File: src/bgpw_pkg.sv
package bgpw_pkg;

    // glyph geometry and font store shape
    localparam int GLYPH_SIZE  = 8;
    localparam int ROW_W       = 3;
    localparam int STORE_DEPTH = 1024;
    localparam int STORE_AW    = 10;
    localparam int IDX_W       = STORE_AW - ROW_W;

    // draw queue between front and back
    localparam int QUEUE_DEPTH = 2;

    // configuration register indexes
    localparam int CFG_AW = 2;
    localparam int CFG_DW = 24;
    localparam logic [CFG_AW-1:0] CFG_PIXEL_FORMAT  = 2'd0;
    localparam logic [CFG_AW-1:0] CFG_DRAW_COLOR    = 2'd1;
    localparam logic [CFG_AW-1:0] CFG_SCREEN_WIDTH  = 2'd2;
    localparam logic [CFG_AW-1:0] CFG_COLUMN_STRIDE = 2'd3;

    // command codes carried in tuser
    localparam logic CMD_LOAD = 1'b0;
    localparam logic CMD_DRAW = 1'b1;

    // pixel formats
    localparam logic [2:0] PF_RGBA8  = 3'd0;
    localparam logic [2:0] PF_BGR8   = 3'd1;
    localparam logic [2:0] PF_RGB565 = 3'd2;
    localparam logic [2:0] PF_RGB5A1 = 3'd3;
    localparam logic [2:0] PF_RGBA4  = 3'd4;

    // input word, char_code in the lowest bits
    typedef struct packed {
        logic [2:0] pad;
        logic [7:0] y_pos;
        logic [9:0] x_pos;
        logic [7:0] row_bits;
        logic [2:0] glyph_row;
        logic [7:0] char_code;
    } in_word_t;

    // output word, byte_offset in the lowest bits
    typedef struct packed {
        logic [6:0]  pad;
        logic [2:0]  byte_count;
        logic [31:0] pixel_bytes;
        logic [21:0] byte_offset;
    } out_word_t;

    typedef struct packed {
        logic [2:0]  pixel_format;
        logic [23:0] draw_color;
        logic [9:0]  screen_width;
        logic [11:0] column_stride;
    } cfg_t;

    // accepted draw waiting for the back end
    typedef struct packed {
        logic [IDX_W-1:0] glyph_idx;
        logic [9:0]       x_pos;
        logic [7:0]       y_pos;
    } draw_cmd_t;

    typedef struct packed {
        logic queue_empty;
        logic back_idle;
    } status_t;

    typedef enum logic [1:0] {
        B_IDLE,
        B_FETCH,
        B_SCAN
    } back_state_t;

    function automatic logic [31:0] pack_color(input logic [2:0] fmt, input logic [23:0] rgb);
        logic [7:0] r;
        logic [7:0] g;
        logic [7:0] b;
        logic [31:0] v;
        r = rgb[23:16];
        g = rgb[15:8];
        b = rgb[7:0];
        case (fmt)
            PF_RGBA8:  v = {r, g, b, 8'hFF};
            PF_BGR8:   v = {8'h00, r, g, b};
            PF_RGB565: v = {16'h0000, r[7:3], g[7:2], b[7:3]};
            PF_RGB5A1: v = {16'h0000, r[7:3], g[7:3], b[7:3], 1'b1};
            default:   v = {16'h0000, r[7:4], g[7:4], b[7:4], 4'hF};
        endcase
        return v;
    endfunction

    function automatic logic [2:0] pixel_byte_count(input logic [2:0] fmt);
        logic [2:0] c;
        case (fmt)
            PF_RGBA8: c = 3'd4;
            PF_BGR8:  c = 3'd3;
            default:  c = 3'd2;
        endcase
        return c;
    endfunction

endpackage

File: src/bgpw_front.sv
module bgpw_front #(
    parameter int SCREEN_ROWS = 240,
    parameter int FIRST_CODE  = 0,
    parameter int LAST_CODE   = 127
) (
    input  logic                             s_axis_tvalid,
    output logic                             s_axis_tready,
    input  logic [39:0]                      s_axis_tdata,
    input  logic                             s_axis_tuser,
    input  logic [9:0]                       screen_width,
    input  bgpw_pkg::status_t                status,
    input  logic                             q_full,
    output logic                             q_push,
    output bgpw_pkg::draw_cmd_t              q_data,
    output logic                             ram_we,
    output logic [bgpw_pkg::STORE_AW-1:0]    ram_waddr,
    output logic [7:0]                       ram_wdata
);

    localparam logic [7:0] FIRST8 = 8'(FIRST_CODE);
    localparam logic [7:0] LAST8  = 8'(LAST_CODE);
    localparam logic [8:0] ROWS9  = 9'(SCREEN_ROWS);
    localparam logic [10:0] GLYPH11 = 11'(bgpw_pkg::GLYPH_SIZE);
    localparam logic [8:0]  GLYPH9  = 9'(bgpw_pkg::GLYPH_SIZE);

    bgpw_pkg::in_word_t w;
    logic               code_ok;
    logic               on_screen;
    logic               accept;
    logic [7:0]         code_diff;
    logic [bgpw_pkg::IDX_W-1:0] idx;

    assign w = bgpw_pkg::in_word_t'(s_axis_tdata);

    // classify the word
    assign code_ok   = (w.char_code >= FIRST8) && (w.char_code <= LAST8);
    assign code_diff = w.char_code - FIRST8;
    assign idx       = code_diff[bgpw_pkg::IDX_W-1:0];
    assign on_screen = ({1'b0, w.x_pos} + GLYPH11 <= {1'b0, screen_width})
                    && ({1'b0, w.y_pos} + GLYPH9 <= ROWS9);

    // loads wait until no draw is pending so the font is not changed under it
    always_comb begin
        if (s_axis_tuser == bgpw_pkg::CMD_DRAW) begin
            s_axis_tready = !q_full;
        end else begin
            s_axis_tready = status.queue_empty && status.back_idle;
        end
    end

    assign accept = s_axis_tvalid && s_axis_tready;

    // font store write
    assign ram_we    = accept && (s_axis_tuser == bgpw_pkg::CMD_LOAD) && code_ok;
    assign ram_waddr = {idx, w.glyph_row};
    assign ram_wdata = w.row_bits;

    // draw hand-off
    assign q_push          = accept && (s_axis_tuser == bgpw_pkg::CMD_DRAW) && code_ok && on_screen;
    assign q_data.glyph_idx = idx;
    assign q_data.x_pos     = w.x_pos;
    assign q_data.y_pos     = w.y_pos;

endmodule

File: config.mk
export PLATFORM = sky130hd
export DESIGN_NAME = bgpw_front
export DESIGN_NICKNAME = d
export VERILOG_FILES = /design/src/bgpw_pkg.sv /design/src/bgpw_front.sv
export SDC_FILE = /design/constraint.sdc
export NUM_CORES = 1
export LEC_CHECK = 0
export BUFFER_PORTS_ARGS = -buffer_cell sky130_fd_sc_hd__buf_2
export CAP_MARGIN = 10
export CORE_AREA = 2 2 52 54
export DETAILED_ROUTE_END_ITERATION = 10
export DIE_AREA = 0 0 54 56
export GPL_TIMING_DRIVEN = 0
export PLACE_DENSITY = 0.82
export RECOVER_POWER = 25
export SLEW_MARGIN = 0
export SYNTH_ARGS = -nofsm -noshare
export SYNTH_HDL_FRONTEND = slang
export SYNTH_SLANG_ARGS = --single-unit
File: constraint.sdc
create_clock -name vclk -period 4
set_clock_uncertainty 0.1 [all_clocks]
set_input_delay 0.8 -clock vclk [all_inputs]
set_output_delay 0.8 -clock vclk [all_outputs]
set_load 0.05 [all_outputs]
==> results of run 1 <==
[synth_stat cells]
cell type,n
sky130_fd_sc_hd__buf_4,43
sky130_fd_sc_hd__ha_1,12
sky130_fd_sc_hd__inv_1,12
sky130_fd_sc_hd__nand2_1,6
sky130_fd_sc_hd__nand3_1,6
sky130_fd_sc_hd__o21ai_0,5
sky130_fd_sc_hd__nor2_1,4
sky130_fd_sc_hd__xnor2_1,3
sky130_fd_sc_hd__xor2_1,3
sky130_fd_sc_hd__a21oi_1,2
sky130_fd_sc_hd__nand3b_1,2
sky130_fd_sc_hd__nand4_1,2
sky130_fd_sc_hd__a211oi_1,1
sky130_fd_sc_hd__a211oi_2,1
sky130_fd_sc_hd__a221oi_2,1
sky130_fd_sc_hd__and3_1,1
sky130_fd_sc_hd__nand2b_1,1
sky130_fd_sc_hd__nor3_1,1
sky130_fd_sc_hd__nor3b_1,1
sky130_fd_sc_hd__nor4b_1,1
sky130_fd_sc_hd__nor4bb_1,1
sky130_fd_sc_hd__o21a_1,1
sky130_fd_sc_hd__o32a_1,1
sky130_fd_sc_hd__or3_1,1
[kinds of logic (layout without fill, tap and decap cells)]
logic type               Yosys count  in the layout  synth area share
XOR/XNOR                           6              6            0.0654
adder cells (fa/ha/maj)           12             12             0.187
AND/OR/NAND/NOR                   27             27             0.181
AO/OA/AOI/OAI                     12             12             0.109
buffers and inverters             55            135             0.458
[metal layers]
layer  share of wire  up-vias  wire length (um)  GRT usage
met2            0.52       49              1000      0.230
met3            0.13        0               241    0.00806
met5               0        -                 0          0
met4               0        0                 0          0
met1            0.35      392               665      0.109
li1                -      493                 -          -
[power by group through the flow]
stage	Sequential (mW)	Combinational [mW]	Clock [mW]
final	0	0.205	0
after global routing	0	0.220	0
after CTS	0	0.208	0
after detailed placement	0	0.207	0
after global placement	0	0.205	0
after floorplan	0	0.159	0
[final cells by class]
| type | count | area share |
|---|---|---|
| well taps | 30 | 0.0304 |
| multi-input cells | 57 | 0.353 |
| inverters | 12 | 0.0365 |
| repair buffers | 80 | 0.318 |
| plain buffers | 43 | 0.262 |
[final timing paths]
| check | from | endpoint | depth (start not counted) |
|---|---|---|---|
| max | s_axis_tdata[22] | q_push | 11 |
| min | s_axis_tdata[0] | ram_waddr[3] | 2 |
[through the flow]
step | cell area (um^2) | hold WS [ns] | std cells | power, mW | util
2_1_floorplan | 803 | 1.67 | 112 | 0.159 | -
3_3_place_gp | 1240 | 1.80 | 222 | 0.205 | 0.510
3_5_place_dp | 1240 | 1.80 | 222 | 0.207 | 0.510
4_1_cts | 1240 | 1.80 | 222 | 0.208 | 0.510
5_1_grt | 1230 | 1.81 | 222 | 0.220 | 0.507
6_report | 1230 | 1.80 | 222 | 0.205 | 0.507
==> run metrics, run 1 <==
starting density of the core=0.330; PwrDens=166 nW/um^2; synth top area cells=sky130_fd_sc_hd__buf_4 (40%), sky130_fd_sc_hd__ha_1 (19%), sky130_fd_sc_hd__inv_1 (5.6%), sky130_fd_sc_hd__nand3_1 (3.7%), sky130_fd_sc_hd__xnor2_1 (3.3%); slew at the pin closest to its max-slew limit=0.590 ns; tightest slew margin relative to the limit=0.608; Yosys cell types=24; synthesized cell area=803 um^2; worst-case setup slack after placement=0.0679 ns; most used cells in the layout excluding fill and tap cells=sky130_fd_sc_hd__buf_2 (68), sky130_fd_sc_hd__buf_4 (43), sky130_fd_sc_hd__inv_1 (12), sky130_fd_sc_hd__ha_1 (12), sky130_fd_sc_hd__clkbuf_1 (11); Post-Synthesis Mean Instance Area=7.17 um^2; max-slew violations=0; setup TNS=0 ns; final worst path period share=0.962; drt drc=0; Finish-stage setup viols=0; routed length per instance=8.59 um; maximum cell stage delay along the critical path=0.39 ns; first drt pass iteration count=4; initial antenna violation count=0; timing-limited maximum frequency=260 MHz; Max Cap Violations=0; combinational power share=1.000; total area of sequential cells=0 um^2; number of instances in the synthesized netlist=112; worst path setup slack after routing=0.152 ns; switching share of power=0.639; vias per std cell=4.21; area fraction of the dominant cell type after synthesis=0.402; Post-CTS Resized=0; Congestion Overflow GR=0; slowest cell on the critical path=sky130_fd_sc_hd__or3_1; number of nets in the finished design=261; post-CTS repair timing setup buffer count=0; biggest fanout along the worst timing path=5; area added between synthesis and finish=53.6%; most common library cell in the layout ignoring fill and taps=sky130_fd_sc_hd__buf_2; sequential cell count=0; result of the run=completed; starting DRC count in detailed routing=6; post-synthesis net count=179; Tmin final=3.85 ns; hpwl dp=1.81 mm; fill count=280; final antenna-violating net count=0; number of synthesis warnings=0; crit end category=output port; Total GRT Usage=0.107; count of antenna diodes in the layout=0; worst voltage drop across the vdd grid=0.000107 V; final wirelength=1.91 mm; number of hold-slack violations in the final timing report=0; kind of launch point of the worst setup path=input pin; die height=56 um; hold-fix buffer count after cts=0; Top Family by Delay on Critical Path=simple AND/OR/NAND/NOR gates; hold crit path type=input pin to output port; Std-Cell Rows=18; number of I/O pins=101; total of buffers placed on input and output ports=80; Internal Pwr Total=0.0740 mW; switching power of the nets=0.131 mW; cell chain of the critical path=buf_2 -> ha_1 -> nand3_1 -> nor2_1 -> xor2_1 -> ha_1 -> a211oi_2 -> nand2_1 -> or3_1 -> a221oi_2 -> buf_6; maximum number of pins on one net before global-route repair=6; Most common cell on crit path=sky130_fd_sc_hd__ha_1; Arr. time, crit path=2.95 ns; die outline area=3020 um^2; most area-hungry cell type in the Yosys netlist=sky130_fd_sc_hd__buf_4; via total after detailed routing=934; GPL Wtd Cong=0.691; x dimension of the die=54 um; setup repair after global routing missed its margin=no; required time reported for the critical path endpoint=3.10 ns; fraction of power consumed by sequential logic=0; via count of the first global-routing pass=757; Crit path buffers/inverters=2; start-to-end type of the worst setup path=input pin to output port; Leakage Power=0.746 nW; combined area of the multi-input logic cells=435 um^2; Clock buffer cells=0; ratio of cells with drive above 1 in the final layout=0.594; floorplan core area=2430 um^2; wire length of the first global-routing pass=2.69 mm; share of power burned in the clock network=0; part of the Yosys area used for sequential elements=0
Power figures use the tool's default switching activity.
==> inputs of run 2 (changes only) <==
--- a/config.mk
+++ b/config.mk
@@ -7,9 +7,9 @@
 export LEC_CHECK = 0
 export BUFFER_PORTS_ARGS = -buffer_cell sky130_fd_sc_hd__buf_2
 export CAP_MARGIN = 10
-export CORE_AREA = 2 2 52 54
+export CORE_AREA = 2 2 50 56
 export DETAILED_ROUTE_END_ITERATION = 10
-export DIE_AREA = 0 0 54 56
+export DIE_AREA = 0 0 52 58
 export GPL_TIMING_DRIVEN = 0
 export PLACE_DENSITY = 0.82
 export RECOVER_POWER = 25
==> constraint.sdc (replaced) <==
create_clock -name vclk -period 4
set_clock_uncertainty 0.1 [all_clocks]
set_input_delay 0.4 -clock vclk [all_inputs]
set_output_delay 0.4 -clock vclk [all_outputs]
set_load 0.05 [all_outputs]
==> run 2 against run 1 <==
Design area down 0.41%. Non-clock buffer count unchanged. Final cell count up 0.45%. Wire length down 4.2%. Die area down 0.26%. Clock-buffer cell count unchanged. Hold slack worse by 0.80 ns. First-iteration DRC count up 50%. Sequential share of layout area unchanged.
==> run metrics, run 2 (same netlist as run 1, synthesis figures left out) <==
routed length per instance=8.19 um; number of hold-slack violations in the final timing report=0; number of stages on the worst hold path=2; Leakage Power=0.745 nW; kind of launch point of the worst setup path=input pin; Max Cap Violations=0; worst voltage drop across the vdd grid=0.0000837 V; starting density of the core=0.328; via total after detailed routing=922; total area of sequential cells=0 um^2; total of buffers placed on input and output ports=80; Finish-stage setup viols=0; Clock buffer cells=0; PwrDens=166 nW/um^2; Std-Cell Rows=19; tightest slew margin relative to the limit=0.607; area added between synthesis and finish=53.0%; final wirelength=1.83 mm; first drt pass iteration count=2; area post-placement=1240 um^2; max-slew violations=0; sequential cell count=0; Congestion Overflow GR=0; start-to-end type of the worst setup path=input pin to output port; final worst path period share=0.781; timing-limited maximum frequency=320 MHz; result of the run=completed; vias per std cell=4.13; Total GRT Usage=0.105; biggest fanout along the worst timing path=5; via count of the first global-routing pass=748; most common library cell in the layout ignoring fill and taps=sky130_fd_sc_hd__buf_2; die height=58 um; number of non-filler instances in the completed layout=223; setup repair after global routing missed its margin=no; hold crit path type=input pin to output port; number of I/O pins=101; post-CTS repair timing setup buffer count=0; maximum number of pins on one net before global-route repair=6; Placed Instances=223; ratio of cells with drive above 1 in the final layout=0.594; wire length of the first global-routing pass=2.63 mm; x dimension of the die=52 um; final antenna-violating net count=0; power after layout=0.204 mW; hold-fix buffer count after cts=0; die outline area=3020 um^2; drt drc=0; count of antenna diodes in the layout=0; Arr. time, crit path=2.62 ns; Tmin final=3.12 ns; Post-CTS Resized=0; starting DRC count in detailed routing=9; most used cells in the layout excluding fill and tap cells=sky130_fd_sc_hd__buf_2 (69), sky130_fd_sc_hd__buf_4 (43), sky130_fd_sc_hd__inv_1 (12), sky130_fd_sc_hd__ha_1 (12), sky130_fd_sc_hd__clkbuf_1 (11); hpwl dp=1.76 mm; floorplan core area=2450 um^2; initial antenna violation count=0; slew at the pin closest to its max-slew limit=0.592 ns; setup TNS=0 ns; Layout Cell Area excl Fill=1230 um^2; required time reported for the critical path endpoint=3.50 ns; GPL Wtd Cong=0.682; number of nets in the finished design=261; crit end category=output port
## run 2: cell count changes in the layout (fill, tap and decap cells not counted)
cell                    change
sky130_fd_sc_hd__buf_6      -1
sky130_fd_sc_hd__buf_2      +1
## run 2: worst max-delay path: stages
cell	delay (ns)
sky130_fd_sc_hd__buf_2	0.12
sky130_fd_sc_hd__ha_1	0.18
sky130_fd_sc_hd__nand3_1	0.12
sky130_fd_sc_hd__nor2_1	0.14
sky130_fd_sc_hd__xor2_1	0.16
sky130_fd_sc_hd__ha_1	0.29
sky130_fd_sc_hd__a211oi_2	0.22
sky130_fd_sc_hd__nand2_1	0.06
sky130_fd_sc_hd__or3_1	0.39
sky130_fd_sc_hd__a221oi_2	0.23
sky130_fd_sc_hd__buf_2	0.30
## run 2: worst paths after layout
path | startpoint | to | slack [ns]
setup / recovery | s_axis_tdata[22] | q_push | 0.88
hold / removal | s_axis_tdata[3] | q_data[21] | 1.00
## run 2: final cells by class
cell class,instances,area (um^2)
fill,260,1220
timing repair buffer,80,387
buffer,43,323
tap,31,38.8
multi-input combinational,57,435
inverter,12,45.0
## run 2: routing by layer
layer	global-route usage	share of wire	vias up
met5	0	0	-
met4	0	0	0
met3	0.00258	0.12	0
met2	0.210	0.52	56
met1	0.129	0.36	373
li1	-	-	493
## run 2: report_power, final
group	internal, mW	leakage [nW]	switching [mW]
Sequential	0	0	0
Combinational	0.0735	0.745	0.130
Clock	0	0	0
## run 2: through the flow
stage,setup WS [ns],util,hold WS [ns]
after detailed placement,0.843,0.507,1.00
after floorplan,0.868,-,0.867
final,0.876,0.502,1.00
after global placement,0.867,0.507,1.00
after global routing,0.678,0.502,1.01
after CTS,0.842,0.507,1.00
