--- src/bgpw_pkg.sv ---
package bgpw_pkg;

    // glyph geometry and font store shape
    localparam int GLYPH_SIZE  = 8;
    localparam int ROW_W       = 3;
    localparam int STORE_DEPTH = 1024;
    localparam int STORE_AW    = 10;
    localparam int IDX_W       = STORE_AW - ROW_W;

    // draw queue between front and back
    localparam int QUEUE_DEPTH = 2;

    // configuration register indexes
    localparam int CFG_AW = 2;
    localparam int CFG_DW = 24;
    localparam logic [CFG_AW-1:0] CFG_PIXEL_FORMAT  = 2'd0;
    localparam logic [CFG_AW-1:0] CFG_DRAW_COLOR    = 2'd1;
    localparam logic [CFG_AW-1:0] CFG_SCREEN_WIDTH  = 2'd2;
    localparam logic [CFG_AW-1:0] CFG_COLUMN_STRIDE = 2'd3;

    // command codes carried in tuser
    localparam logic CMD_LOAD = 1'b0;
    localparam logic CMD_DRAW = 1'b1;

    // pixel formats
    localparam logic [2:0] PF_RGBA8  = 3'd0;
    localparam logic [2:0] PF_BGR8   = 3'd1;
    localparam logic [2:0] PF_RGB565 = 3'd2;
    localparam logic [2:0] PF_RGB5A1 = 3'd3;
    localparam logic [2:0] PF_RGBA4  = 3'd4;

    // input word, char_code in the lowest bits
    typedef struct packed {
        logic [2:0] pad;
        logic [7:0] y_pos;
        logic [9:0] x_pos;
        logic [7:0] row_bits;
        logic [2:0] glyph_row;
        logic [7:0] char_code;
    } in_word_t;

    // output word, byte_offset in the lowest bits
    typedef struct packed {
        logic [6:0]  pad;
        logic [2:0]  byte_count;
        logic [31:0] pixel_bytes;
        logic [21:0] byte_offset;
    } out_word_t;

    typedef struct packed {
        logic [2:0]  pixel_format;
        logic [23:0] draw_color;
        logic [9:0]  screen_width;
        logic [11:0] column_stride;
    } cfg_t;

    // accepted draw waiting for the back end
    typedef struct packed {
        logic [IDX_W-1:0] glyph_idx;
        logic [9:0]       x_pos;
        logic [7:0]       y_pos;
    } draw_cmd_t;

    typedef struct packed {
        logic queue_empty;
        logic back_idle;
    } status_t;

    typedef enum logic [1:0] {
        B_IDLE,
        B_FETCH,
        B_SCAN
    } back_state_t;

    function automatic logic [31:0] pack_color(input logic [2:0] fmt, input logic [23:0] rgb);
        logic [7:0] r;
        logic [7:0] g;
        logic [7:0] b;
        logic [31:0] v;
        r = rgb[23:16];
        g = rgb[15:8];
        b = rgb[7:0];
        case (fmt)
            PF_RGBA8:  v = {r, g, b, 8'hFF};
            PF_BGR8:   v = {8'h00, r, g, b};
            PF_RGB565: v = {16'h0000, r[7:3], g[7:2], b[7:3]};
            PF_RGB5A1: v = {16'h0000, r[7:3], g[7:3], b[7:3], 1'b1};
            default:   v = {16'h0000, r[7:4], g[7:4], b[7:4], 4'hF};
        endcase
        return v;
    endfunction

    function automatic logic [2:0] pixel_byte_count(input logic [2:0] fmt);
        logic [2:0] c;
        case (fmt)
            PF_RGBA8: c = 3'd4;
            PF_BGR8:  c = 3'd3;
            default:  c = 3'd2;
        endcase
        return c;
    endfunction

endpackage

--- src/bgpw_queue.sv ---
module bgpw_queue (
    input  logic                aclk,
    input  logic                aresetn,
    input  logic                push,
    input  bgpw_pkg::draw_cmd_t push_data,
    input  logic                pop,
    output bgpw_pkg::draw_cmd_t head,
    output logic                not_empty,
    output logic                full
);

    localparam int QD = bgpw_pkg::QUEUE_DEPTH;
    localparam int PW = (QD > 1) ? $clog2(QD) : 1;
    localparam int CW = $clog2(QD + 1);

    bgpw_pkg::draw_cmd_t entries_reg [QD];
    logic [PW-1:0] wr_ptr_reg, wr_ptr_next;
    logic [PW-1:0] rd_ptr_reg, rd_ptr_next;
    logic [CW-1:0] count_reg, count_next;

    assign not_empty = (count_reg != '0);
    assign full      = (count_reg == CW'(QD));
    assign head      = entries_reg[rd_ptr_reg];

    // pointer and fill count update
    always_comb begin
        wr_ptr_next = wr_ptr_reg;
        rd_ptr_next = rd_ptr_reg;
        count_next  = count_reg;
        if (push) begin
            wr_ptr_next = (wr_ptr_reg == PW'(QD - 1)) ? '0 : wr_ptr_reg + 1'b1;
        end
        if (pop) begin
            rd_ptr_next = (rd_ptr_reg == PW'(QD - 1)) ? '0 : rd_ptr_reg + 1'b1;
        end
        if (push && !pop) begin
            count_next = count_reg + 1'b1;
        end else if (pop && !push) begin
            count_next = count_reg - 1'b1;
        end
    end

    always_ff @(posedge aclk) begin
        if (!aresetn) begin
            wr_ptr_reg <= '0;
            rd_ptr_reg <= '0;
            count_reg  <= '0;
        end else begin
            wr_ptr_reg <= wr_ptr_next;
            rd_ptr_reg <= rd_ptr_next;
            count_reg  <= count_next;
        end
    end

    // entry storage
    always_ff @(posedge aclk) begin
        if (push) begin
            entries_reg[wr_ptr_reg] <= push_data;
        end
    end

    assert property (@(posedge aclk) disable iff (!aresetn) push |-> !full)
        else $error("draw queue overflow");
    assert property (@(posedge aclk) disable iff (!aresetn) pop |-> not_empty)
        else $error("draw queue underflow");

endmodule

--- config.mk ---
export PLATFORM = sky130hd
export DESIGN_NAME = bgpw_queue
export DESIGN_NICKNAME = d
export VERILOG_FILES = /design/src/bgpw_pkg.sv /design/src/bgpw_queue.sv
export SDC_FILE = /design/constraint.sdc
export NUM_CORES = 1
export LEC_CHECK = 0
export CELL_PAD_IN_SITES_DETAIL_PLACEMENT = 0
export CELL_PAD_IN_SITES_GLOBAL_PLACEMENT = 1
export CORE_MARGIN = 2
export CORE_UTILIZATION = 40
export DETAILED_ROUTE_END_ITERATION = 6
export DONT_BUFFER_PORTS = 1
export GPL_ROUTABILITY_DRIVEN = 0
export PLACE_DENSITY_LB_ADDON = 0.1
export SETUP_SLACK_MARGIN = 0.02
export SLEW_MARGIN = 30
export SYNTH_ARGS = -nofsm -noshare
export SYNTH_HDL_FRONTEND = slang
export SYNTH_SLANG_ARGS = --single-unit
--- constraint.sdc ---
create_clock -name aclk -period 2.5 [get_ports aclk]
set_input_delay 0.125 -clock aclk [delete_from_list [all_inputs] [get_ports aclk]]
set_output_delay 0.125 -clock aclk [all_outputs]
set_load 0.02 [all_outputs]
==> impl_metrics.csv, run 1 <==
group,metric,value,unit
route,vias,949,
timing,hold_violations,0,
setup_path,r2r_start,"wr_ptr_reg$_SDFFE_PN0P_",
setup_path,cp_max_fo,20,
global_routing,overflow,0,
global_routing,grt_start_max_net_pins,21,
hold_path,holdPathEnd,"wr_ptr_reg$_SDFFE_PN0P_",
timing,maxSlewHeadroom,0.609,
cts,cts_root_buf,"clkbuf_8",
placed_design,io_buffer_count,0,
setup_path,end_kind,"output pin",
setup_path,cpPeakStageDelay,0.47,ns
route,drc,0,
global_routing,antenna_found_initial,0,
cts,cts_setup_buffers,0,
cts,clock_sinks,55,
timing,finalClockSkew,0.00804,ns
timing,max_freq,599,MHz
route,drtAntennaViolNets,0,
power_and_ir_drop,ir_worst_vdd,0.299,mV
logic_synthesis,syn_nets,130,
cells_and_area,nets,163,
hold_path,worstHoldPathType,"primary input to flip-flop",
setup_path,cp_slowest_cell,"dfxtp_1",
cts,cts_resized,0,
cells_and_area,antennaDiodeCount,0,
timing,rsz0062_at_grt,"no",
hold_path,worstHoldPathCells,2,
setup_path,cp.required,2.38,ns
die,die_w,75.1,um
timing,worst_slew_pin_slew,0.584,ns
die,die_area,0.00565,mm2
setup_path,arrival,1.54,ns
power_and_ir_drop,leakagePower,0.828,nW
status,status,"complete, no violations",
die,start_util,0.420,
timing,setup_viol,0,
setup_path,reg2reg_slack,1.03,ns
setup_path,r2r-end,"entries_reg[0][21]$_DFFE_PP_",
global_routing,first_global_vias,1022,
cells_and_area,syn2layout_area_growth,21.4,%
setup_path,path_class,"flip-flop to output pin",
logic_synthesis,synth_top_area_frac,0.742,
cells_and_area,final_layout_size_suffix_gt1_frac,0.276,
setup_path,start_kind,"flip-flop",
cts,cts_hold_buf,26,
cells_and_area,largest_reg_flops,50,
timing,whs,0.0535,ns
cts,clk_path_buf_depth,2,
die,die_h,75.1,um
route,routedWlPerCell,15.2,um
die,ioPinCount,56,
timing,period_minus_slack,1.67,ns
logic_synthesis,ys_top_cells_by_area,"edfxtp_1, mux2_2, dfxtp_1, and2_1, xor2_1",
logic_synthesis,postSynthAreaPerCell,20.2,um2
logic_synthesis,synth.distinct_cells,17,
timing,fin_tns_setup,0,ns
global_routing,grt_usage,0.118,
route,via_per_inst,4.72,
power_and_ir_drop,p_per_area,712,mW/mm2
cts,clock_latency,0.30,ns
setup_path,cp_cell_sequence,"buf_4 > mux2_2",
cts,cts.clk_slew.worst_paths,0.08,ns
route,routed_wl,3.06,mm
logic_synthesis,yosys_warnings,0,
hold_path,min-delay-start,"push",
route,first_pass_iters,3,
logic_synthesis,postSynthCellCount,100,
timing,maxSlewViolCount,0,
logic_synthesis,seq_area_frac_synth,0.791,
logic_synthesis,synth_seq_cells,55,
logic_synthesis,synth_area_leader_cell,"edfxtp_1",
setup_path,worstRegToRegCells,2,
job,cap_violations,0,
die,core,0.00482,mm2
timing,fin_crit_sh,0.668,
global_routing,grt_pass1_wl,4.73,mm
route,drt_iter0_markers,20,
cts,cts_tree,"built",
logic_synthesis,netlist_area,0.00202,mm2
die,rows,25,
cts,cts_htree_levels,2,
cts,numCtsBuffers,5,
[worst max path at each step]
stage                            startpoint                            to  slack, ns  cells after the start
floorplan           wr_ptr_reg$_SDFFE_PN0P_   entries_reg[0][0]$_DFFE_PP_       0.62                      1
global placement    wr_ptr_reg$_SDFFE_PN0P_  entries_reg[0][21]$_DFFE_PP_       1.06                      2
detailed placement  wr_ptr_reg$_SDFFE_PN0P_  entries_reg[0][18]$_DFFE_PP_       1.00                      2
CTS                               flip-flop                      head[17]       0.80                      2
global route                      flip-flop                      head[23]       0.70                      2
finish                            flip-flop                      head[17]       0.83                      2
[cell families (layout without fill, tap and decap cells)]
group / count (synthesis) / count (layout) / share of synthesized area
buffers and inverters: 4 / 38 / 0.0117
and+or+nand+nor: 9 / 9 / 0.0290
AOI/OAI and AO/OA: 3 / 3 / 0.00989
DFF: 55 / 55 / 0.791
adders and majority gates: 1 / 1 / 0.00618
muxes: 25 / 25 / 0.139
xor gates and xnor gates: 3 / 3 / 0.0130
[Yosys cell counts, drive strengths merged]
cell type / count
and2b: 1
edfxtp: 50
xor2: 2
dfxtp: 5
nor2b: 2
o21a: 1
and2: 4
mux2: 25
inv: 1
buf: 3
or2: 1
ha: 1
a21boi: 1
o21ai: 1
or3: 1
xnor2: 1
[per-layer routing]
| layer | up-vias | part of all wire | track usage |
|---|---|---|---|
| met3 | 6 | 0.067 | 0.0495 |
| met5 | - | 0 | 0 |
| met4 | 0 | 0.017 | 0.0468 |
| met1 | 467 | 0.37 | 0.124 |
| met2 | 32 | 0.55 | 0.211 |
| li1 | 444 | - | - |
[power breakdown]
part           internal [W]  switching [W]
registers           0.00106      0.0000171
logic             0.0000942       0.000131
clock network      0.000198       0.000250
[layout by cell type (no fill, tap or decap)]
cell,count
edfxtp_1,50
dlygate4sd3_1,26
mux2_2,25
dfxtp_1,5
clkbuf_8,5
and2_1,4
buf_4,3
xor2_1,2
clkbuf_1,2
inv_1,1
and2b_2,1
or2_2,1
nor2b_2,1
xnor2_1,1
nor2b_1,1
o21a_1,1
o21ai_0,1
or3_1,1
a21boi_1,1
ha_1,1
clkinvlp_4,1
[metrics by stage]
step | std cells | setup WS (ns) | power (W) | area (um2) | util
after global routing | 201 | 0.704 | 0.00183 | 2460 | 0.510
final | 201 | 0.831 | 0.00175 | 2460 | 0.510
after global placement | 167 | 1.06 | 0.00128 | 2110 | 0.439
after CTS | 201 | 0.795 | 0.00178 | 2460 | 0.510
after floorplan | 100 | 0.618 | 0.00126 | 2020 | -
after detailed placement | 167 | 1.00 | 0.00129 | 2110 | 0.439
[layout make-up]
type / instances / area (um2)
Fill cell: 419 / 2360
Sequential cell: 55 / 1600
Multi-Input combinational cell: 41 / 402
Timing Repair Buffer: 29 / 283
Tap cell: 67 / 83.8
Clock buffer: 7 / 76.3
Clock inverter: 1 / 7.51
Inverter: 1 / 3.75
[worst max-delay path, delay by kind of cell, from the launching register on]
kind / cells / cell delay, ns
buf+inv: 1 / 0.33
flops: 1 / 0.47
mux: 1 / 0.44
No activity file was read; power rests on OpenSTA's default activity.
==> inputs of run 2 (changes only) <==
- clock period: 2.5 -> 1.75 ns (I/O delays scaled with it)
==> run 2 against run 1 <==
  * Clock skew is 0.0046 ns lower
  * Wire length is 1.7% higher
  * Die area stayed put
  * Via count is 0.95% lower
  * Sequential share of layout area is 0.92 points lower
  * Flip-flop and latch count stayed put
  * Utilization is 0.73 points higher
  * Worst setup slack worse by 0.63 ns
  * Final area is 1.4% higher
  * Critical path type unchanged
  * Highest routed layer unchanged
==> impl_metrics.csv, run 2 (synthesis gave the netlist of run 1 again) <==
group,metric,value,unit
timing,finalClockSkew,0.00345,ns
cts,cts_resized,0,
global_routing,grt_usage,0.120,
cts,cts_tree,"built",
route,drc,0,
setup_path,path_class,"flip-flop to output pin",
setup_path,cp.required,1.66,ns
setup_path,cpPeakStageDelay,0.53,ns
route,drtAntennaViolNets,0,
timing,hold_violations,0,
power_and_ir_drop,switching_share,0.225,
power_and_ir_drop,combPwrFrac,0.134,
cells_and_area,final_cell_mix,"edfxtp_1, dlygate4sd3_1, mux2_2",
hold_path,min-delay-start,"pop",
route,vias,940,
cells_and_area,nets,166,
die,core,0.00482,mm2
cts,cts.clk_slew.worst_paths,0.09,ns
cells_and_area,antennaDiodeCount,0,
setup_path,arrival,1.46,ns
status,status,"complete, no violations",
power_and_ir_drop,internal_power,0.00194,W
placed_design,place_area,0.00214,mm2
setup_path,r2r_start,"wr_ptr_reg$_SDFFE_PN0P_",
cts,clk_path_buf_depth,2,
die,die_w,75.1,um
global_routing,grtUsageMet1,0.123,
die,die_h,75.1,um
timing,maxSlewViolCount,0,
route,drt_iter0_markers,33,
timing,period_minus_slack,1.55,ns
global_routing,first_global_vias,988,
global_routing,grt_start_max_net_pins,20,
global_routing,antenna_found_initial,0,
global_routing,met3_usage,0.0602,
setup_path,cp_slowest_cell,"dfxtp_1",
power_and_ir_drop,p_per_area,1000,mW/mm2
setup_path,r2r-end,"wr_ptr_reg$_SDFFE_PN0P_",
timing,setup_viol,0,
route,routedWlPerCell,15.2,um
cells_and_area,largest_reg_flops,50,
hold_path,holdPathEnd,"rd_ptr_reg$_SDFFE_PN0P_",
global_routing,grt_pass1_wl,4.71,mm
cts,cts_root_buf,"clkbuf_8",
timing,fin_tns_setup,0,ns
timing,fin_crit_sh,0.884,
power_and_ir_drop,ir_worst_vdd,0.571,mV
cts,clock_sinks,55,
cells_and_area,final_layout_size_suffix_gt1_frac,0.285,
placed_design,io_buffer_count,0,
cts,cts_setup_buffers,0,
cts,numCtsBuffers,5,
route,first_pass_iters,3,
cells_and_area,final_common_cell,"edfxtp_1",
die,ioPinCount,56,
hold_path,worstHoldPathCells,2,
hold_path,worstHoldPathType,"primary input to flip-flop",
cts,cts_htree_levels,2,
cells_and_area,syn2layout_area_growth,23.1,%
setup_path,reg2reg_slack,0.32,ns
placed_design,dpl.hpwl,2.03,mm
power_and_ir_drop,p_sw,0.000563,W
timing,rsz0062_at_grt,"no",
job,cap_violations,0,
timing,maxSlewHeadroom,0.776,
die,die_area,0.00565,mm2
route,routed_wl,3.11,mm
cts,clock_latency,0.29,ns
power_and_ir_drop,leakagePower,0.851,nW
die,rows,25,
timing,max_freq,647,MHz
power_and_ir_drop,clockPowerShare,0.252,
global_routing,use_met2,0.212,
global_routing,overflow,0,
setup_path,start_kind,"flip-flop",
setup_path,cp_max_fo,19,
power_and_ir_drop,pwr-share-seq,0.614,
global_routing,busiest_layer,"met2",
setup_path,cp_cell_sequence,"buf_12 > mux2_2",
cells_and_area,design_area,0.00249,mm2
route,via_per_inst,4.61,
timing,worst_slew_pin_slew,0.336,ns
setup_path,worstRegToRegCells,4,
setup_path,end_kind,"output pin",
die,start_util,0.420,
run 2: cell types whose count changed in the layout (fill, tap and decap cells not counted):
cell / change
buf_12: +1
buf_4: +1
clkinv_2: +1
clkinvlp_4: -1
dlygate4sd3_1: +1
run 2: worst max path at each step:
stage	end	slack [ns]	cells after the start
final	head[19]	0.20	2
after global routing	head[19]	0.10	2
after CTS	head[19]	0.16	2
after detailed placement	head[19]	0.50	2
after global placement	head[19]	0.52	2
after floorplan	entries_reg[0][0]$_DFFE_PP_	0.34	1
run 2: repair_timing:
item,in CTS,in global routing
endpoints found under the hold margin,55,0
hold buffers,27,0
endpoints found under the setup margin,0,0
run 2: power groups by stage:
stage | Combinational (W) | Clock (W) | Sequential [W]
after global routing | 0.000360 | 0.000715 | 0.00155
after CTS | 0.000342 | 0.000664 | 0.00154
final | 0.000335 | 0.000630 | 0.00154
after global placement | 0.000278 | 0 | 0.00157
after detailed placement | 0.000283 | 0 | 0.00157
after floorplan | 0.000244 | 0 | 0.00156
run 2: layout make-up:
cell class / count / area, um2
clock buffers: 7 / 76.3
clock inverters: 1 / 5.00
fillers: 402 / 2320
inverters: 1 / 3.75
multi-input cells: 41 / 402
flip-flops and latches: 55 / 1600
well taps: 67 / 83.8
repair buffers: 32 / 320
run 2: through the flow:
stage	total power [W]	hold WS [ns]	util	worst slack, ns	std cells
after floorplan	0.00180	0.186	-	0.345	100
after global placement	0.00185	0.186	0.444	0.524	169
after detailed placement	0.00185	0.186	0.444	0.504	169
after CTS	0.00254	0.0222	0.517	0.163	204
after global routing	0.00262	0.0347	0.517	0.104	204
final	0.00250	0.0364	0.517	0.204	204
run 2: worst max-delay path, delay by kind of cell (launching register included):
kind | cells | cell delay [ns]
flip-flops | 1 | 0.53
multiplexers | 1 | 0.42
buffers and inverters | 1 | 0.21
run 2: layer usage:
layer	up-vias	wire, um
met2	34	1640
met5	-	0
met1	456	1220
li1	448	-
met4	0	21
met3	2	229
