## config.mk

```make
export PLATFORM = sky130hd
export DESIGN_NAME = bgpw_back
export DESIGN_NICKNAME = d
export VERILOG_FILES = /design/src/bgpw_pkg.sv /design/src/bgpw_back.sv
export SDC_FILE = /design/constraint.sdc
export NUM_CORES = 1
export LEC_CHECK = 0
export ABC_AREA = 1
export BUFFER_PORTS_ARGS = -buffer_cell sky130_fd_sc_hd__buf_2
export CELL_PAD_IN_SITES_DETAIL_PLACEMENT = 1
export CELL_PAD_IN_SITES_GLOBAL_PLACEMENT = 2
export CORE_AREA = 2 2 195 197
export DETAILED_ROUTE_END_ITERATION = 10
export DIE_AREA = 0 0 197 199
export PLACE_DENSITY_LB_ADDON = 0.08
export REMOVE_ABC_BUFFERS = 1
export SLEW_MARGIN = 40
export SYNTH_ARGS = -nofsm -noshare
export SYNTH_HDL_FRONTEND = slang
export SYNTH_SLANG_ARGS = --single-unit
```

## constraint.sdc

```tcl
create_clock -name aclk -period 17.49 [get_ports aclk]
set_input_delay 3.498 -clock aclk [delete_from_list [all_inputs] [get_ports aclk]]
set_output_delay 3.498 -clock aclk [all_outputs]
set_load 0.1 [all_outputs]
```

## src/bgpw_pkg.sv

```systemverilog
package bgpw_pkg;

    // glyph geometry and font store shape
    localparam int GLYPH_SIZE  = 8;
    localparam int ROW_W       = 3;
    localparam int STORE_DEPTH = 1024;
    localparam int STORE_AW    = 10;
    localparam int IDX_W       = STORE_AW - ROW_W;

    // draw queue between front and back
    localparam int QUEUE_DEPTH = 2;

    // configuration register indexes
    localparam int CFG_AW = 2;
    localparam int CFG_DW = 24;
    localparam logic [CFG_AW-1:0] CFG_PIXEL_FORMAT  = 2'd0;
    localparam logic [CFG_AW-1:0] CFG_DRAW_COLOR    = 2'd1;
    localparam logic [CFG_AW-1:0] CFG_SCREEN_WIDTH  = 2'd2;
    localparam logic [CFG_AW-1:0] CFG_COLUMN_STRIDE = 2'd3;

    // command codes carried in tuser
    localparam logic CMD_LOAD = 1'b0;
    localparam logic CMD_DRAW = 1'b1;

    // pixel formats
    localparam logic [2:0] PF_RGBA8  = 3'd0;
    localparam logic [2:0] PF_BGR8   = 3'd1;
    localparam logic [2:0] PF_RGB565 = 3'd2;
    localparam logic [2:0] PF_RGB5A1 = 3'd3;
    localparam logic [2:0] PF_RGBA4  = 3'd4;

    // input word, char_code in the lowest bits
    typedef struct packed {
        logic [2:0] pad;
        logic [7:0] y_pos;
        logic [9:0] x_pos;
        logic [7:0] row_bits;
        logic [2:0] glyph_row;
        logic [7:0] char_code;
    } in_word_t;

    // output word, byte_offset in the lowest bits
    typedef struct packed {
        logic [6:0]  pad;
        logic [2:0]  byte_count;
        logic [31:0] pixel_bytes;
        logic [21:0] byte_offset;
    } out_word_t;

    typedef struct packed {
        logic [2:0]  pixel_format;
        logic [23:0] draw_color;
        logic [9:0]  screen_width;
        logic [11:0] column_stride;
    } cfg_t;

    // accepted draw waiting for the back end
    typedef struct packed {
        logic [IDX_W-1:0] glyph_idx;
        logic [9:0]       x_pos;
        logic [7:0]       y_pos;
    } draw_cmd_t;

    typedef struct packed {
        logic queue_empty;
        logic back_idle;
    } status_t;

    typedef enum logic [1:0] {
        B_IDLE,
        B_FETCH,
        B_SCAN
    } back_state_t;

    function automatic logic [31:0] pack_color(input logic [2:0] fmt, input logic [23:0] rgb);
        logic [7:0] r;
        logic [7:0] g;
        logic [7:0] b;
        logic [31:0] v;
        r = rgb[23:16];
        g = rgb[15:8];
        b = rgb[7:0];
        case (fmt)
            PF_RGBA8:  v = {r, g, b, 8'hFF};
            PF_BGR8:   v = {8'h00, r, g, b};
            PF_RGB565: v = {16'h0000, r[7:3], g[7:2], b[7:3]};
            PF_RGB5A1: v = {16'h0000, r[7:3], g[7:3], b[7:3], 1'b1};
            default:   v = {16'h0000, r[7:4], g[7:4], b[7:4], 4'hF};
        endcase
        return v;
    endfunction

    function automatic logic [2:0] pixel_byte_count(input logic [2:0] fmt);
        logic [2:0] c;
        case (fmt)
            PF_RGBA8: c = 3'd4;
            PF_BGR8:  c = 3'd3;
            default:  c = 3'd2;
        endcase
        return c;
    endfunction

endpackage

```

## src/bgpw_back.sv

```systemverilog
module bgpw_back #(
    parameter int SCREEN_ROWS = 240
) (
    input  logic                          aclk,
    input  logic                          aresetn,
    input  bgpw_pkg::cfg_t                cfg,
    input  logic                          q_valid,
    input  bgpw_pkg::draw_cmd_t           q_head,
    output logic                          q_pop,
    output logic                          back_idle,
    output logic                          ram_re,
    output logic [bgpw_pkg::STORE_AW-1:0] ram_raddr,
    input  logic [7:0]                    ram_rdata,
    output logic                          m_axis_tvalid,
    input  logic                          m_axis_tready,
    output logic [63:0]                   m_axis_tdata,
    output logic                          m_axis_tlast
);

    localparam logic [7:0] ROW_TOP = 8'(SCREEN_ROWS - 1);
    localparam int         NG      = bgpw_pkg::GLYPH_SIZE;
    localparam logic [2:0] ROW_MAX = 3'(NG - 1);

    bgpw_pkg::back_state_t state_reg, state_next;
    logic [2:0]  arr_reg, arr_next;
    logic [2:0]  row_reg, row_next;
    logic [bgpw_pkg::IDX_W-1:0] idx_reg, idx_next;
    logic [21:0] xs_reg, xs_next;
    logic [9:0]  rterm_reg, rterm_next;
    logic [7:0]  rows_reg [NG];
    logic [7:0]  rows_next [NG];

    logic        m_valid_reg;
    logic [21:0] m_off_reg;
    logic [31:0] m_bytes_reg;
    logic [2:0]  m_cnt_reg;
    logic        m_last_reg;

    logic [2:0]  count;
    logic [31:0] bytes;
    logic [7:0]  cur_pat;
    logic [7:0]  cleared;
    logic [2:0]  col;
    logic        rest_nz;
    logic        out_free;
    logic        emit;
    logic        emit_last;
    logic [14:0] col_term;
    logic [21:0] pix_off;
    logic [7:0]  row_base;
    bgpw_pkg::out_word_t ow;

    assign count    = bgpw_pkg::pixel_byte_count(cfg.pixel_format);
    assign bytes    = bgpw_pkg::pack_color(cfg.pixel_format, cfg.draw_color);
    assign cur_pat  = rows_reg[row_reg];
    assign out_free = !m_valid_reg || m_axis_tready;
    assign row_base = ROW_TOP - q_head.y_pos;

    // lowest lit column of the current row
    always_comb begin
        logic found;
        found = 1'b0;
        col   = 3'd0;
        for (int k = 0; k < NG; k++) begin
            if (!found && cur_pat[k]) begin
                col   = 3'(k);
                found = 1'b1;
            end
        end
    end

    assign cleared = cur_pat & ~(8'd1 << col);

    // any lit bit left in the rows below the current one
    always_comb begin
        rest_nz = 1'b0;
        for (int k = 0; k < NG; k++) begin
            if (3'(k) > row_reg) begin
                rest_nz = rest_nz | (|rows_reg[k]);
            end
        end
    end

    // pixel address
    assign col_term = 15'(col) * 15'(cfg.column_stride);
    assign pix_off  = xs_reg + 22'(col_term) + 22'(rterm_reg);

    // sequencer: pop, fetch eight glyph rows, scan lit bits
    always_comb begin
        state_next = state_reg;
        arr_next   = arr_reg;
        row_next   = row_reg;
        idx_next   = idx_reg;
        xs_next    = xs_reg;
        rterm_next = rterm_reg;
        rows_next  = rows_reg;
        q_pop      = 1'b0;
        ram_re     = 1'b0;
        ram_raddr  = {idx_reg, arr_reg + 3'd1};
        emit       = 1'b0;
        emit_last  = 1'b0;
        case (state_reg)
            bgpw_pkg::B_IDLE: begin
                if (q_valid) begin
                    q_pop      = 1'b1;
                    ram_re     = 1'b1;
                    ram_raddr  = {q_head.glyph_idx, 3'd0};
                    idx_next   = q_head.glyph_idx;
                    arr_next   = 3'd0;
                    row_next   = 3'd0;
                    xs_next    = 22'(q_head.x_pos) * 22'(cfg.column_stride);
                    rterm_next = 10'(row_base) * 10'(count);
                    state_next = bgpw_pkg::B_FETCH;
                end
            end
            bgpw_pkg::B_FETCH: begin
                rows_next[arr_reg] = ram_rdata;
                if (arr_reg == ROW_MAX) begin
                    state_next = bgpw_pkg::B_SCAN;
                end else begin
                    ram_re   = 1'b1;
                    arr_next = arr_reg + 3'd1;
                end
            end
            bgpw_pkg::B_SCAN: begin
                if (cur_pat == 8'd0) begin
                    if (!rest_nz) begin
                        state_next = bgpw_pkg::B_IDLE;
                    end else begin
                        row_next   = row_reg + 3'd1;
                        rterm_next = rterm_reg - 10'(count);
                    end
                end else if (out_free) begin
                    emit              = 1'b1;
                    emit_last         = (cleared == 8'd0) && !rest_nz;
                    rows_next[row_reg] = cleared;
                    if (emit_last) begin
                        state_next = bgpw_pkg::B_IDLE;
                    end
                end
            end
            default: begin
                state_next = bgpw_pkg::B_IDLE;
            end
        endcase
    end

    always_ff @(posedge aclk) begin
        if (!aresetn) begin
            state_reg   <= bgpw_pkg::B_IDLE;
            arr_reg     <= '0;
            row_reg     <= '0;
            m_valid_reg <= 1'b0;
        end else begin
            state_reg <= state_next;
            arr_reg   <= arr_next;
            row_reg   <= row_next;
            if (emit) begin
                m_valid_reg <= 1'b1;
            end else if (m_axis_tready) begin
                m_valid_reg <= 1'b0;
            end
        end
    end

    // working data and output word
    always_ff @(posedge aclk) begin
        idx_reg   <= idx_next;
        xs_reg    <= xs_next;
        rterm_reg <= rterm_next;
        rows_reg  <= rows_next;
        if (emit) begin
            m_off_reg   <= pix_off;
            m_bytes_reg <= bytes;
            m_cnt_reg   <= count;
            m_last_reg  <= emit_last;
        end
    end

    assign back_idle      = (state_reg == bgpw_pkg::B_IDLE);
    assign ow.pad         = '0;
    assign ow.byte_count  = m_cnt_reg;
    assign ow.pixel_bytes = m_bytes_reg;
    assign ow.byte_offset = m_off_reg;
    assign m_axis_tdata   = ow;
    assign m_axis_tvalid  = m_valid_reg;
    assign m_axis_tlast   = m_last_reg;

    assert property (@(posedge aclk) disable iff (!aresetn)
        q_pop |=> state_reg == bgpw_pkg::B_FETCH)
        else $error("pop did not start a glyph fetch");
    assert property (@(posedge aclk) disable iff (!aresetn)
        emit |-> state_reg == bgpw_pkg::B_SCAN && cur_pat != 8'd0)
        else $error("pixel emitted outside the scan of a lit row");

endmodule

```

==> metrics, run 1 <==
Buffers on Ports=147; Initial Util=between 30 and 40%; Max Slew Vio Count=0; initial antenna violation count=0; CTS Buffer Depth=2; dpl hpwl=~32,000 um; setup bufs post-CTS=0; Layout Nets=2,135; Root Driver=clkbuf_16; RSZ-0062 raised after global routing=no; GRT Total Usage=between 20% and 30%; r2r startpoint=row_reg[1]; Worst Tran Pin Value=~0.76 ns; fill count=roughly 4,500; clk slew on worst S/H paths=roughly 0.070 ns; Fmax achieved=between 100 and 150 MHz; Pre-antenna DRT Iters=5; critical path arrival=approximately 5.5 ns; Synth Cell Area=~15,000 um2; grt total ovfl=0; critical-path cell list=buf_2, nand2_1, inv_1, buf_4, nor2_1, inv_1, buf_2; crit path to=ram_re; Ys Warns=0; Die Area=approximately 39,000 um2; Slowest Stage Delay on Critical Path=approximately 0.54 ns; Max-Cap Viols=0; DR vias=between 10,000 and 15,000; GR peak layer=met2; number of cells on the worst reg-to-reg path=28; most area-hungry cell type in the Yosys netlist=edfxtp_1; P_leak=0.00807 uW; CP endpoint kind=output pin; synth cell count leaders=nand2_1, inv_1, edfxtp_1; fin crit period=approximately 9 ns; power per cell area=162 nW/um2; post-DR wirelength/cell=18.0 um; asr flop ratio synth=0%; GRT met3 Usage=around 2.9%; first-pass GRT wire length=67,700 um; cell count after synthesis=1,702; CTS tree=built; largest cells by area after synthesis=edfxtp_1, fa_1, nand2_1, inv_1, ha_1; Hold Vio Cnt, Final=0; Avg Cell Area, Syn=approximately 8.6 um2; clk_lat worst skew=0.46 ns; drt total wl=41,700 um; Antenna Violating Nets Remaining=0; Period Utilization, post-route=between 50% and 60%; RR Endpoint=m_off_reg[15]; final setup fails=0; largest net degree at the start of global routing=59; Vias/cell=~5.1; Worst Path Buf+Inv=5; layout cell share with drive strength beyond 1=between 10% and 20%; Post-route DRC=0; met1 GRT Util=27.0%; status=complete, no violations; H-tree depth=4; clk_skew=0.0189 ns; Die Y=a little under 200 um; Post-synth EDFFs=161; Die Wd=197 um; RD Place Congestion=~0.84; area grow syn2layout=12.1%; CP max FO=23; IO Count=about 170; placed cells=between 2,000 and 2,500; min-delay worst type=reg2reg; placeable core area=approximately 37,000 um2; slew margin rel.=around half; hold_buf cts=0; worst setup path class=in2out; Critical-path top delay cell=inv_1; kind of cell adding the most delay to the critical path=buffers and inverters; setup TNS=0 ns; CTS Buf Count=17; post-synth cell types=50; Post-CTS Resized=0; Antenna diodes=0; peak supply drop=~90 uV; clk sink count=170; CP startpoint=q_valid; most frequent cell after synthesis=nand2_1; met2 usage=a little over two fifths; initial drt markers=487; critical path required time=13.99 ns; R2R Setup Slk=roughly 11 ns; top_reg_cell synth=edfxtp_1; Yosys reg bits=170; register area share after synthesis=34.2%; top-area cell type share of the netlist area=roughly a third; vias in the first global route=12,859; Core Rows=71; max FFs per register=64; startpoint class of the critical path=input pin; CP Depth=7; Cell Count, Final, Fillers Out=2,317
cell families (layout without fill, tap and decap cells):
logic type | count (synthesis) | after routing | share of synthesized area, %
flip-flops | 170 | 170 | 34.2
adder cells (fa/ha/maj) | 219 | 219 | 24.7
other | 1 | 7 | 0.0256
AO/OA/AOI/OAI | 216 | 216 | 8.85
AND/OR/NAND/NOR | 634 | 634 | 18.2
XOR/XNOR | 45 | 45 | 2.69
buffers and inverters | 417 | 552 | 11.3
worst reg2reg max path, delay by kind of cell (launching register included):
kind	cells	cell delay, ns
xor+xnor	1	0.15
simple gates	11	1.59
compound gates	7	1.19
flops	1	0.70
fa+ha+maj	4	1.80
buf+inv	5	0.41
where the power goes:
group	leakage [uW]	switching, uW	internal (uW)
clock	0.000295	175	240
combinational	0.00620	1100	518
sequential	0.00158	32.8	598
total	0.00807	1310	1360
layer usage:
layer	vias up	share of wire, %
met2	208	52
met3	57	3.2
met1	5848	42
met4	0	2.3
met5	-	0
li1	5662	-
cell usage in the layout, fill, tap and decap left out, types with 2 or more instances in the layout:
cell type     n
o21bai_1      4
clkinvlp_4    3
xor2_1       29
nand3_2       7
a21boi_0      3
nand3_1      55
o22ai_1      61
ha_1        101
bufinv_16     4
nor2_4        9
inv_6         2
o211ai_1     10
dfxtp_1       9
nor3_1       11
clkinv_1      3
xnor2_1      16
edfxtp_1    161
a211oi_1      4
a21oi_2       2
a21oi_1      63
inv_2        10
inv_1       354
buf_4         6
clkinv_4      3
a22oi_1       3
nand2_1     356
buf_2       147
o21a_1        3
clkbuf_16    17
o21ai_0      36
fa_1        118
nand2_2      12
a31oi_1       5
conb_1        7
o21ai_1       6
nor2_1      156
a21o_1        3
o221ai_1      8
nand4_1      13
nor2_2        9
per-stage QoR:
step           setup WS, ns  hold WS [ns]  util, %  power, uW  area (um2)
2_1_floorplan          7.77         0.547        -       1870       14400
3_3_place_gp           8.41         0.576     42.5       2250       15800
3_5_place_dp           8.36         0.592     42.5       2280       15800
4_1_cts                8.35         0.597     44.2       2710       16400
5_1_grt                8.20         0.620     44.3       2910       16400
6_report               8.46         0.584     44.3       2660       16400
worst min path at each step:
stage          cells past startpoint  slack [ns]             to        from
4_1_cts                            1        0.60  m_off_reg[21]  xs_reg[21]
3_3_place_gp                       1        0.58  m_off_reg[21]  xs_reg[21]
5_1_grt                            1        0.62  m_off_reg[21]  xs_reg[21]
3_5_place_dp                       1        0.59  m_off_reg[21]  xs_reg[21]
2_1_floorplan                      1        0.55  m_off_reg[21]  xs_reg[21]
6_report                           1        0.58  m_off_reg[21]  xs_reg[21]
area by class of cell:
| type | instances | area (um2) | area share (%) |
|---|---|---|---|
| Clock inverter | 14 | 195 | 1.19 |
| Sequential cell | 170 | 5010 | 30.5 |
| Inverter | 366 | 1370 | 8.36 |
| Multi-Input combinational cell | 1121 | 8040 | 48.9 |
| Timing Repair Buffer | 154 | 801 | 4.87 |
| Tap cell | 474 | 593 | 3.61 |
| Clock buffer | 18 | 429 | 2.61 |
Power figures use the tool's default switching activity.
==> run 2, diff against run 1 <==
- CORE_AREA: 2 2 195 197 -> 2 2 214 216
- DIE_AREA: 0 0 197 199 -> 0 0 216 218
- clock period: 17.49 -> 7.9 ns (I/O delays scaled with it)
==> metrics, run 2 (same netlist as run 1, synthesis figures left out) <==
post-place setup slack=1.15 ns (-7.21 ns); CP max FO=36 (+57%); clk slew on worst S/H paths=0.07 ns (about the same); Core Rows=78 (+9.9%); setup bufs post-CTS=0 (unchanged); critical path required time=8.12 ns (-5.87 ns); most frequent cells in the layout=nand2_1, inv_1, edfxtp_1; power per cell area=354 nW/um2 (+120%); layout cell share with drive strength beyond 1=12.8% (-0.11 points); critical path arrival=6.40 ns (+0.87 ns); Layout Nets=2,136 (+0.047%); clk_skew=0.0147 ns (-0.00423 ns); area grow syn2layout=13.0%; final worst slack=1.72 ns (-6.74 ns); largest net degree at the start of global routing=59 (unchanged); Period Utilization, post-route=between 70 and 80%; Hold Vio Cnt, Final=0 (unchanged); GRT Total Usage=19.0% (-3.5 points); CP endpoint kind=flip-flop; Post-route DRC=0 (unchanged); Buffers on Ports=147 (unchanged); max FFs per register=64 (unchanged); P_leak=0.00807 uW (-0.11%); DR vias=11,733 (-0.36%); Met1 Routed Length=18,700 um (+6.5%); drt total wl=43,100 um (+3.3%); hold_buf cts=0 (unchanged); Vias/cell=4.80 (-5.5%); placeable core area=44,900 um2 (+21%); setup TNS=0 ns (unchanged); RSZ-0062 raised after global routing=no; initial drt markers=461 (-5.3%); peak supply drop=241 uV (+170%); clk_lat worst skew=0.47 ns (about the same); min-delay worst type=reg2reg; RD Place Congestion=0.815 (-3.4%); commonest non-fill, non-tap cell in the layout=nand2_1; most frequent CP cell=nand2_1; Die Area=47,100 um2 (+20%); CTS tree=built; fin crit period=just over 6 ns; CTS Buffer Depth=2 (unchanged); Max Slew Vio Count=0 (unchanged); worst setup path class=reg2reg; Fmax achieved=about 160 MHz; status=complete, no violations; post-layout util=36.9% (-7.3 points); overall power=5870 uW (+120%); H-tree depth=4 (unchanged); grt total ovfl=0 (unchanged); post-DR wirelength/cell=17.6 um (-2.0%); startpoint class of the critical path=flip-flop; IO Count=165 (unchanged); routed wl met2=22,500 um (+2.8%); Slowest Stage Delay on Critical Path=0.49 ns (-0.05 ns); CTS Buf Count=17 (unchanged); Post-CTS Resized=0 (unchanged); Worst Tran Pin Value=0.758 ns (+0.0000422 ns); vias in the first global route=12,456 (-3.1%); initial antenna violation count=1 (+1); Max-Cap Viols=0 (unchanged); Antenna Violating Nets Remaining=0 (unchanged); slew margin rel.=49.4% (about the same); met3 routed WL=1260 um (-5.8%); final setup fails=0 (unchanged); Die Wd=216 um (+9.6%); Critical-path top delay cell=fa_1; Initial Util=32.7% (-6.8 points); clk sink count=170 (unchanged); Highest Signal Layer=met4; Pre-antenna DRT Iters=5 (unchanged); Root Driver=clkbuf_16; first-pass GRT wire length=68,200 um (+0.72%); dpl hpwl=33,500 um (+4.3%); Die Y=218 um (+9.5%)
==> run 2: area by class of cell <==
class,instances,area (um2)
well taps,600,751
multi-input cells,1121,8040
repair buffers,155,800
flip-flops and latches,170,5010
inverters,366,1370
diodes,1,2.50
fillers,5357,28300
clock inverters,12,174
clock buffers,19,433
==> run 2: per-layer routing <==
metal	global-route usage, %	vias up
li1	-	5660
met1	23.0	5865
met2	35.4	176
met3	2.45	32
met4	4.93	0
met5	0	-
==> run 2: stage by stage <==
| stage | area (um2) | instances | hold WS (ns) |
|---|---|---|---|
| floorplan | 14400 | 1657 | 0.547 |
| global placement | 16000 | 2412 | 0.579 |
| detailed placement | 16000 | 2412 | 0.568 |
| CTS | 16600 | 2443 | 0.580 |
| global route | 16600 | 2444 | 0.592 |
| finish | 16600 | 2444 | 0.577 |
==> run 2: worst paths after layout <==
kind,from,to,slack (ns),cells after the start
min,xs_reg[21],m_off_reg[21],0.58,1
max reg2reg,row_reg[0],m_off_reg[15],1.72,29
max,row_reg[0],m_off_reg[15],1.72,29
min reg2reg,xs_reg[21],m_off_reg[21],0.58,1
==> run 2: worst max-delay path, delay by kind of cell, from the launching register on <==
family,cells,cell delay (ns)
buffers and inverters,4,0.59
flip-flops,1,0.46
AND/OR/NAND/NOR,13,1.74
adder cells (fa/ha/maj),4,1.79
AO/OA/AOI/OAI,7,1.19
XOR/XNOR,1,0.14
==> run 2: power by group <==
part	internal (uW)	switching, uW
clock network	526	383
logic	1140	2420
registers	1320	68.6
total	2990	2880
